File: src/design/upfcf_pkg.sv
package upfcf_pkg;

   // Input transaction: one frame byte plus end-of-frame marker
   typedef struct packed {
      logic [7:0] frame_byte;
      logic       last_byte;
   } req_type;

   // Result transaction: one verdict per frame
   typedef struct packed {
      logic        capture;
      logic [12:0] capture_length;
      logic [15:0] frame_length;
   } rsp_type;

   // Per-frame header fields latched while the frame streams in
   typedef struct packed {
      logic [15:0] byte_count;
      logic [15:0] ether_type;
      logic [3:0]  header_words;
      logic [15:0] fragment_field;
      logic [7:0]  ip_protocol;
      logic [15:0] dest_port;
   } fields_type;

   // Control/status register indexes
   localparam logic [1:0] CSR_TARGET_PORT   = 2'd0;
   localparam logic [1:0] CSR_CAPTURE_LIMIT = 2'd1;

   localparam logic [15:0] TARGET_PORT_RESET   = 16'd52719;
   localparam logic [12:0] CAPTURE_LIMIT_RESET = 13'd2048;
   localparam logic [12:0] LIMIT_MAX           = 13'd4096;

   // Frame byte offsets
   localparam logic [15:0] POS_ETYPE_HI = 16'd12;
   localparam logic [15:0] POS_ETYPE_LO = 16'd13;
   localparam logic [15:0] POS_IHL      = 16'd14;
   localparam logic [15:0] POS_FRAG_HI  = 16'd20;
   localparam logic [15:0] POS_FRAG_LO  = 16'd21;
   localparam logic [15:0] POS_PROTO    = 16'd23;

   localparam logic [15:0] ETHERTYPE_IPV4 = 16'h0800;
   localparam logic [15:0] MIN_FRAME      = 16'd34;
   localparam logic [15:0] FRAG_MASK      = 16'h3FFF;
   localparam logic [7:0]  UDP_PROTO      = 8'd17;
   localparam logic [15:0] COUNT_MAX      = 16'hFFFF;

   // Port offset 14+4*IHL+2 and UDP header end 14+4*IHL+8
   localparam logic [6:0]  PORT_BASE    = 7'd16;
   localparam logic [6:0]  UDP_END_BASE = 7'd22;

endpackage

File: src/design/udp_port_fragment_capture_filter.sv
// Frame filter for IPv4/UDP: takes one Ethernet frame byte per transaction,
// starting at the destination MAC, and returns one verdict transaction per
// frame on the byte marked last. A frame is captured when it is IPv4, at
// least 34 bytes long, and is either an IP fragment or UDP to target_port
// with the whole UDP header inside the frame; anything else passes. It
// accepts one byte every cycle unless stalled: a byte goes into the input
// register, then the field update and verdict logic write the verdict into
// the result register as the last byte leaves the input register. The input
// stalls only when a verdict is pending in the result register and the
// next verdict needs it. Registers: index 0 target_port, index 1
// capture_limit (above 4096 acts as 4096); write them only while idle.
module udp_port_fragment_capture_filter
   import upfcf_pkg::*;
(
   input  logic        clock,
   input  logic        reset,
   // byte input
   input  logic        req_valid,
   output logic        req_ready,
   input  req_type     req_payload,
   // verdict output
   output logic        rsp_valid,
   input  logic        rsp_ready,
   output rsp_type     rsp_payload,
   // register writes
   input  logic        csr_valid,
   output logic        csr_ready,
   input  logic [1:0]  csr_index,
   input  logic [15:0] csr_data
);

   logic        in_valid_ff, in_valid_in;
   req_type     in_ff;
   logic        rsp_valid_ff, rsp_valid_in;
   rsp_type     rsp_ff, rsp_in;
   logic [15:0] target_port_ff;
   logic [12:0] capture_limit_ff;
   logic        advance;
   fields_type  nf;
   logic [6:0]  udp_end;
   logic        is_ipv4;
   logic        frag_hit;
   logic        port_hit;
   logic        cap;
   logic [12:0] limit;

   // Register writes, always taken
   assign csr_ready = 1'b1;

   always_ff @(posedge clock) begin
      if (reset) begin
         target_port_ff   <= TARGET_PORT_RESET;
         capture_limit_ff <= CAPTURE_LIMIT_RESET;
      end else if (csr_valid) begin
         unique case (csr_index)
            CSR_TARGET_PORT:   target_port_ff   <= csr_data;
            CSR_CAPTURE_LIMIT: capture_limit_ff <= csr_data[12:0];
            default: ;
         endcase
      end
   end

   // Pipeline control: a non-last byte never needs the result register
   assign advance   = in_valid_ff && (!in_ff.last_byte || !rsp_valid_ff || rsp_ready);
   assign req_ready = !in_valid_ff || advance;

   always_comb begin
      in_valid_in = in_valid_ff;
      if (req_valid && req_ready) begin
         in_valid_in = 1'b1;
      end else if (advance) begin
         in_valid_in = 1'b0;
      end
   end

   always_ff @(posedge clock) begin
      if (reset) begin
         in_valid_ff <= 1'b0;
      end else begin
         in_valid_ff <= in_valid_in;
      end
   end

   always_ff @(posedge clock) begin
      if (req_valid && req_ready) begin
         in_ff <= req_payload;
      end
   end

   // Header field capture
   upfcf_parse u_parse (
      .clock       (clock),
      .reset       (reset),
      .step        (advance),
      .frame_byte  (in_ff.frame_byte),
      .last_byte   (in_ff.last_byte),
      .next_fields (nf)
   );

   // Verdict
   always_comb begin
      udp_end     = UDP_END_BASE + {1'b0, nf.header_words, 2'b00};
      is_ipv4     = (nf.byte_count >= MIN_FRAME) && (nf.ether_type == ETHERTYPE_IPV4);
      frag_hit    = (nf.fragment_field & FRAG_MASK) != 16'd0;
      port_hit    = (nf.ip_protocol == UDP_PROTO)
                    && (nf.byte_count >= {9'd0, udp_end})
                    && (nf.dest_port == target_port_ff);
      cap         = is_ipv4 && (frag_hit || port_hit);
      limit       = (capture_limit_ff > LIMIT_MAX) ? LIMIT_MAX : capture_limit_ff;
      rsp_in.capture        = cap;
      rsp_in.frame_length   = nf.byte_count;
      rsp_in.capture_length = '0;
      if (cap) begin
         rsp_in.capture_length = (nf.byte_count > {3'd0, limit}) ? limit
                                                                 : nf.byte_count[12:0];
      end
   end

   // Result register
   always_comb begin
      rsp_valid_in = rsp_valid_ff;
      if (advance && in_ff.last_byte) begin
         rsp_valid_in = 1'b1;
      end else if (rsp_ready) begin
         rsp_valid_in = 1'b0;
      end
   end

   always_ff @(posedge clock) begin
      if (reset) begin
         rsp_valid_ff <= 1'b0;
      end else begin
         rsp_valid_ff <= rsp_valid_in;
      end
   end

   always_ff @(posedge clock) begin
      if (advance && in_ff.last_byte) begin
         rsp_ff <= rsp_in;
      end
   end

   assign rsp_valid   = rsp_valid_ff;
   assign rsp_payload = rsp_ff;

   // A verdict shows up only after a last byte went through
   a_verdict_source: assert property (@(posedge clock) disable iff (reset)
      $rose(rsp_valid_ff) |-> $past(advance && in_ff.last_byte))
      else $error("verdict without end of frame");

   // A passed frame reports no capture length
   a_pass_zero: assert property (@(posedge clock) disable iff (reset)
      rsp_valid_ff && !rsp_ff.capture |-> rsp_ff.capture_length == 13'd0)
      else $error("pass verdict with nonzero capture length");

   // Capture length never exceeds the frame length
   a_cap_le_frame: assert property (@(posedge clock) disable iff (reset)
      rsp_valid_ff |-> {3'd0, rsp_ff.capture_length} <= rsp_ff.frame_length)
      else $error("capture length above frame length");

   // A held byte is not lost while the result side stalls
   a_hold_byte: assert property (@(posedge clock) disable iff (reset)
      in_valid_ff && !advance |=> in_valid_ff)
      else $error("held byte dropped");

endmodule

File: src/design/upfcf_parse.sv
// Header field capture: tracks byte position and latches the fields of
// interest. next_fields shows the values after the current byte, before
// the end-of-frame clear.
module upfcf_parse
   import upfcf_pkg::*;
(
   input  logic       clock,
   input  logic       reset,
   input  logic       step,
   input  logic [7:0] frame_byte,
   input  logic       last_byte,
   output fields_type next_fields
);

   fields_type fields_ff;
   fields_type fields_in;
   fields_type upd;
   logic [6:0] port_at;

   // Field updates for the byte at the current position
   always_comb begin
      upd     = fields_ff;
      port_at = PORT_BASE + {1'b0, fields_ff.header_words, 2'b00};
      unique case (fields_ff.byte_count)
         POS_ETYPE_HI: upd.ether_type[15:8]     = frame_byte;
         POS_ETYPE_LO: upd.ether_type[7:0]      = frame_byte;
         POS_IHL:      upd.header_words         = frame_byte[3:0];
         POS_FRAG_HI:  upd.fragment_field[15:8] = frame_byte;
         POS_FRAG_LO:  upd.fragment_field[7:0]  = frame_byte;
         POS_PROTO:    upd.ip_protocol          = frame_byte;
         default: ;
      endcase
      // UDP destination port, big-endian
      if (fields_ff.byte_count == {9'd0, port_at}) begin
         upd.dest_port[15:8] = frame_byte;
      end else if (fields_ff.byte_count == {9'd0, port_at + 7'd1}) begin
         upd.dest_port[7:0] = frame_byte;
      end
      // saturating byte count
      if (fields_ff.byte_count != COUNT_MAX) begin
         upd.byte_count = fields_ff.byte_count + 16'd1;
      end
   end

   assign next_fields = upd;

   // clear everything after the verdict byte
   always_comb begin
      fields_in = fields_ff;
      if (step) begin
         fields_in = last_byte ? '0 : upd;
      end
   end

   always_ff @(posedge clock) begin
      if (reset) begin
         fields_ff <= '0;
      end else begin
         fields_ff <= fields_in;
      end
   end

endmodule

File: config.mk
export PLATFORM = sky130hd
export DESIGN_NAME = udp_port_fragment_capture_filter
export DESIGN_NICKNAME = d
export VERILOG_FILES = /design/src/design/upfcf_pkg.sv /design/src/design/udp_port_fragment_capture_filter.sv /design/src/design/upfcf_parse.sv
export SDC_FILE = /design/constraint.sdc
export NUM_CORES = 1
export LEC_CHECK = 0
export ABC_AREA = 1
export BUFFER_PORTS_ARGS = -buffer_cell sky130_fd_sc_hd__buf_2
export CAP_MARGIN = 20
export CORE_ASPECT_RATIO = 1.4
export CORE_MARGIN = 4
export CORE_UTILIZATION = 60
export CTS_BUF_LIST = sky130_fd_sc_hd__clkbuf_8
export DETAILED_ROUTE_END_ITERATION = 16
export GPL_ROUTABILITY_DRIVEN = 0
export PLACE_DENSITY = 0.91
export SYNTH_ARGS = -nofsm -noshare
export SYNTH_HDL_FRONTEND = slang
export SYNTH_SLANG_ARGS = --single-unit
File: constraint.sdc
create_clock -name clock -period 8.05 [get_ports clock]
set_input_delay 1.61 -clock clock [delete_from_list [all_inputs] [get_ports clock]]
set_output_delay 1.61 -clock clock [all_outputs]
set_load 0.01 [all_outputs]
==> metrics.md <==
| Metric | Value |
|---|---|
| Num rows | `49` |
| CP endpoint kind | `register` |
| Vias in the first global route | `7060` |
| Sequential element share of the synthesized area | `41.1%` |
| Drt drc | `0` |
| WL final | `19500 µm` |
| Total CTS buffers | `17` |
| Final setup TNS | `0 ns` |
| Clock Skew | `0.0148 ns` |
| Setup violators final | `0` |
| WL per Instance | `14.4 µm` |
| Worst-path maximum fanout | `14` |
| Post-synthesis mux area share | `0%` |
| Most frequent cells in the layout | `nand2_1 (347), inv_1 (135), dfxtp_1 (105)` |
| Area grow syn2layout | `9.26%` |
| Fin. max-slew vios | `0` |
| CP Cell Sequence | `nor2_1 > nand2_1 > nor2_2 > nand2_1 > o21ai_0 > inv_1 > ha_1 > xor2_1 > inv_1 > ha_1 > a21oi_1 > nor2_1 > nor3_1 > nand2_1 > nor2_1 > nor2_1 > nand3_1 > nand2_2 > nand2_4 > nor2_1` |
| Switch share | `27.3%` |
| TritonCTS clock tree | `done` |
| Ys async rst share | `0%` |
| GRT Overall Usage | `26.1%` |
| Cell variety after synth | `40` |
| Via count | `7581` |
| Clock sink total | `144` |
| Critical Path AT | `4.15 ns` |
| Most used cell, CP | `nor2_1` |
| Ys flop type | `dfxtp_1` |
| Number of synthesized flops with an enable pin | `39` |
| CP Class | `reg2reg` |
| Syn Area/Cell | `7.10 µm²` |
| Cts repair resizes | `0` |
| Sequential Power Share | `54.6%` |
| DP Wirelength | `13400 µm` |
| Post-placement cell count | `1322` |
| Total gr overflow | `0` |
| Initial Util | `61.5%` |
| Postcts setup bufs | `0` |
| 1st-pass router iterations | `6` |
| #FFs+latches synth | `144` |
| I/O pin count | `65` |
| Power per Cell Area | `162 nW/µm²` |
| Die Area | `15200 µm²` |
| Unrepaired setup endpoints after global routing | `false` |
| Initial DRC count | `665` |
| Longest Clk Path Bufs | `2` |
| Cell Count, Final, Fillers Out | `1355` |
| Main combinational cell family by area after synthesis | `simple AND/OR/NAND/NOR gates` |
| Mapped Area | `7960 µm²` |
| Largest net degree at the start of global routing | `76` |
| Cell family with most CP delay | `simple AND/OR/NAND/NOR gates` |
| Mapped Cells | `1121` |
| Yosys warnings | `0` |
| CP peak stage delay | `0.55 ns` |
| Leakage | `3.91 nW` |
| Port Buffers | `63` |
| Chip Height | `144 µm` |
| First-pass GRT wire length | `32200 µm` |
| Post-CTS Hold Buffers | `0` |
| Worst-path clk slew | `0.09 ns` |
| Final #Nets | `1220` |
| Detail Route Antenna Nets | `0` |
| Synth Area in Simple Gates | `32.1%` |
| Max H-tree Level | `4` |
| Layout cell share with drive strength beyond 1 | `13.0%` |
| Most common cell after layout, fill and taps aside | `nand2_1` |
| Clock power frac | `39.2%` |
| Synth Area in Compound Gates | `12.4%` |
| CP bufs+invs | `2` |
| Post-Synth Adder-Cell Area | `3.77%` |
| Tmin final | `3.94 ns` |
| Hold Crit Class | `reg2reg` |
| Least-Margin Pin Slew | `1.00 ns` |
| FILL cells | `1049` |
| N_diodes | `0` |
| Antenna violations before repair | `0` |
| Worst IR Drop VDD | `0.000126 V` |
| Core Area | `12900 µm²` |
| Max Cap Violations | `0` |
| Floorplan die width | `105 µm` |
| WP data required | `8.27 ns` |
| Vias per cell | `5.59` |
| Hold Violations, Final | `0` |
| Crit path launch type | `register` |
| Int Pwr | `0.00102 W` |
| Post-synthesis net count | `1177` |
| Root Buffer | `clkbuf_8` |
| Worst-skew pair later-pin latency | `0.46 ns` |
| Gate power share | `6.3%` |
| Xor/xnor share of the synthesized area | `0.771%` |
| Status | `finished, final reports clean` |
| Critical path's slowest cell | `nor2_2` |
| Psw | `0.000384 W` |
| Crit share post-route | `48.9%` |
| Rel. slew slack | `33.0%` |
| FMAX | `254 MHz` |
[tightest hold or removal path: cells and delay by family (launching register included)]
family,cells,cell delay (ns)
flip-flops,1,0.32
AND/OR/NAND/NOR,1,0.06
AO/OA/AOI/OAI,1,0.05
[routing by layer]
| layer | global-route usage, % | wire (µm) | up-vias |
|---|---|---|---|
| met5 | 0 | 0 | - |
| met1 | 29.8 | 7190 | 3441 |
| li1 | - | - | 3713 |
| met2 | 45.6 | 9820 | 337 |
| met3 | 4.78 | 1520 | 90 |
| met4 | 15.3 | 956 | 0 |
[power by group through the flow]
| stage | clock, W | sequential (W) | combinational, W |
|---|---|---|---|
| 2_1_floorplan | 0 | 0.000779 | 0.0000596 |
| 3_3_place_gp | 0 | 0.000784 | 0.0000821 |
| 3_5_place_dp | 0 | 0.000784 | 0.0000843 |
| 4_1_cts | 0.000556 | 0.000767 | 0.0000853 |
| 5_1_grt | 0.000586 | 0.000769 | 0.0000984 |
| 6_report | 0.000551 | 0.000768 | 0.0000880 |
[sequential cells by signal, summed over array words and instances (netlist names)]
name and count:
in_ff 9, rsp_valid 1, in_valid_ff 1, rsp_payload 30, target_port_ff 16, capture_limit_ff 13, u_parse.fields_ff 74
[cell usage after synthesis (3+ instances only)]
master / instances / share of area [%]
a21oi_1: 70 / 4.4
buf_2: 3 / 0.19
buf_4: 3 / 0.28
buf_6: 6 / 0.85
clkbuf_1: 30 / 1.4
dfxtp_1: 105 / 26
edfxtp_1: 39 / 15
ha_1: 24 / 3.8
inv_1: 135 / 6.4
inv_2: 6 / 0.28
nand2_1: 347 / 16
nand2_2: 6 / 0.47
nand2_4: 4 / 0.57
nand3_1: 71 / 4.5
nand3_2: 4 / 0.50
nand3_4: 3 / 0.66
nand4_1: 12 / 0.94
nor2_1: 94 / 4.4
nor2_2: 9 / 0.71
nor2_4: 10 / 1.4
nor3_1: 9 / 0.57
nor4_1: 5 / 0.39
o211ai_1: 12 / 1.1
o21ai_0: 60 / 3.8
o21ai_1: 10 / 0.63
o21ai_2: 4 / 0.44
o22ai_1: 21 / 1.7
xor2_1: 7 / 0.77
[through the flow]
stage | power (W) | setup WS, ns | cell area, µm² | hold slack [ns] | utilization [%]
3_3_place_gp | 0.000866 | 4.27 | 8290 | 0.451 | 64.1
2_1_floorplan | 0.000839 | 4.60 | 7960 | 0.444 | -
6_report | 0.00141 | 4.11 | 8690 | 0.468 | 67.2
5_1_grt | 0.00145 | 3.77 | 8690 | 0.480 | 67.2
3_5_place_dp | 0.000868 | 4.14 | 8290 | 0.456 | 64.1
4_1_cts | 0.00141 | 4.21 | 8660 | 0.468 | 67.0
[final timing paths]
check	from	end	slack, ns	cells after the start
hold reg to reg	u_parse.fields_ff[2]	u_parse.fields_ff[2]	0.47	2
hold / removal	u_parse.fields_ff[2]	u_parse.fields_ff[2]	0.47	2
setup / recovery	u_parse.fields_ff[72]	rsp_payload[19]	4.11	20
setup reg to reg	u_parse.fields_ff[72]	rsp_payload[19]	4.11	20
[cells by family after synthesis]
family	after synthesis
and+or+nand+nor	578
xor gates and xnor gates	7
DFF	144
adders and majority gates	24
AOI/OAI and AO/OA	181
other	1
buffers and inverters	186
[final cells by class]
cell class	instances	area [µm²]	area share, %
clock buffer	19	262	3.01
multi-input combinational	791	3910	45.0
clock inverter	13	114	1.31
tap	178	223	2.56
sequential	144	3270	37.7
inverter	142	536	6.16
timing repair buffer	68	373	4.29
(Power assumes the default switching activity.)
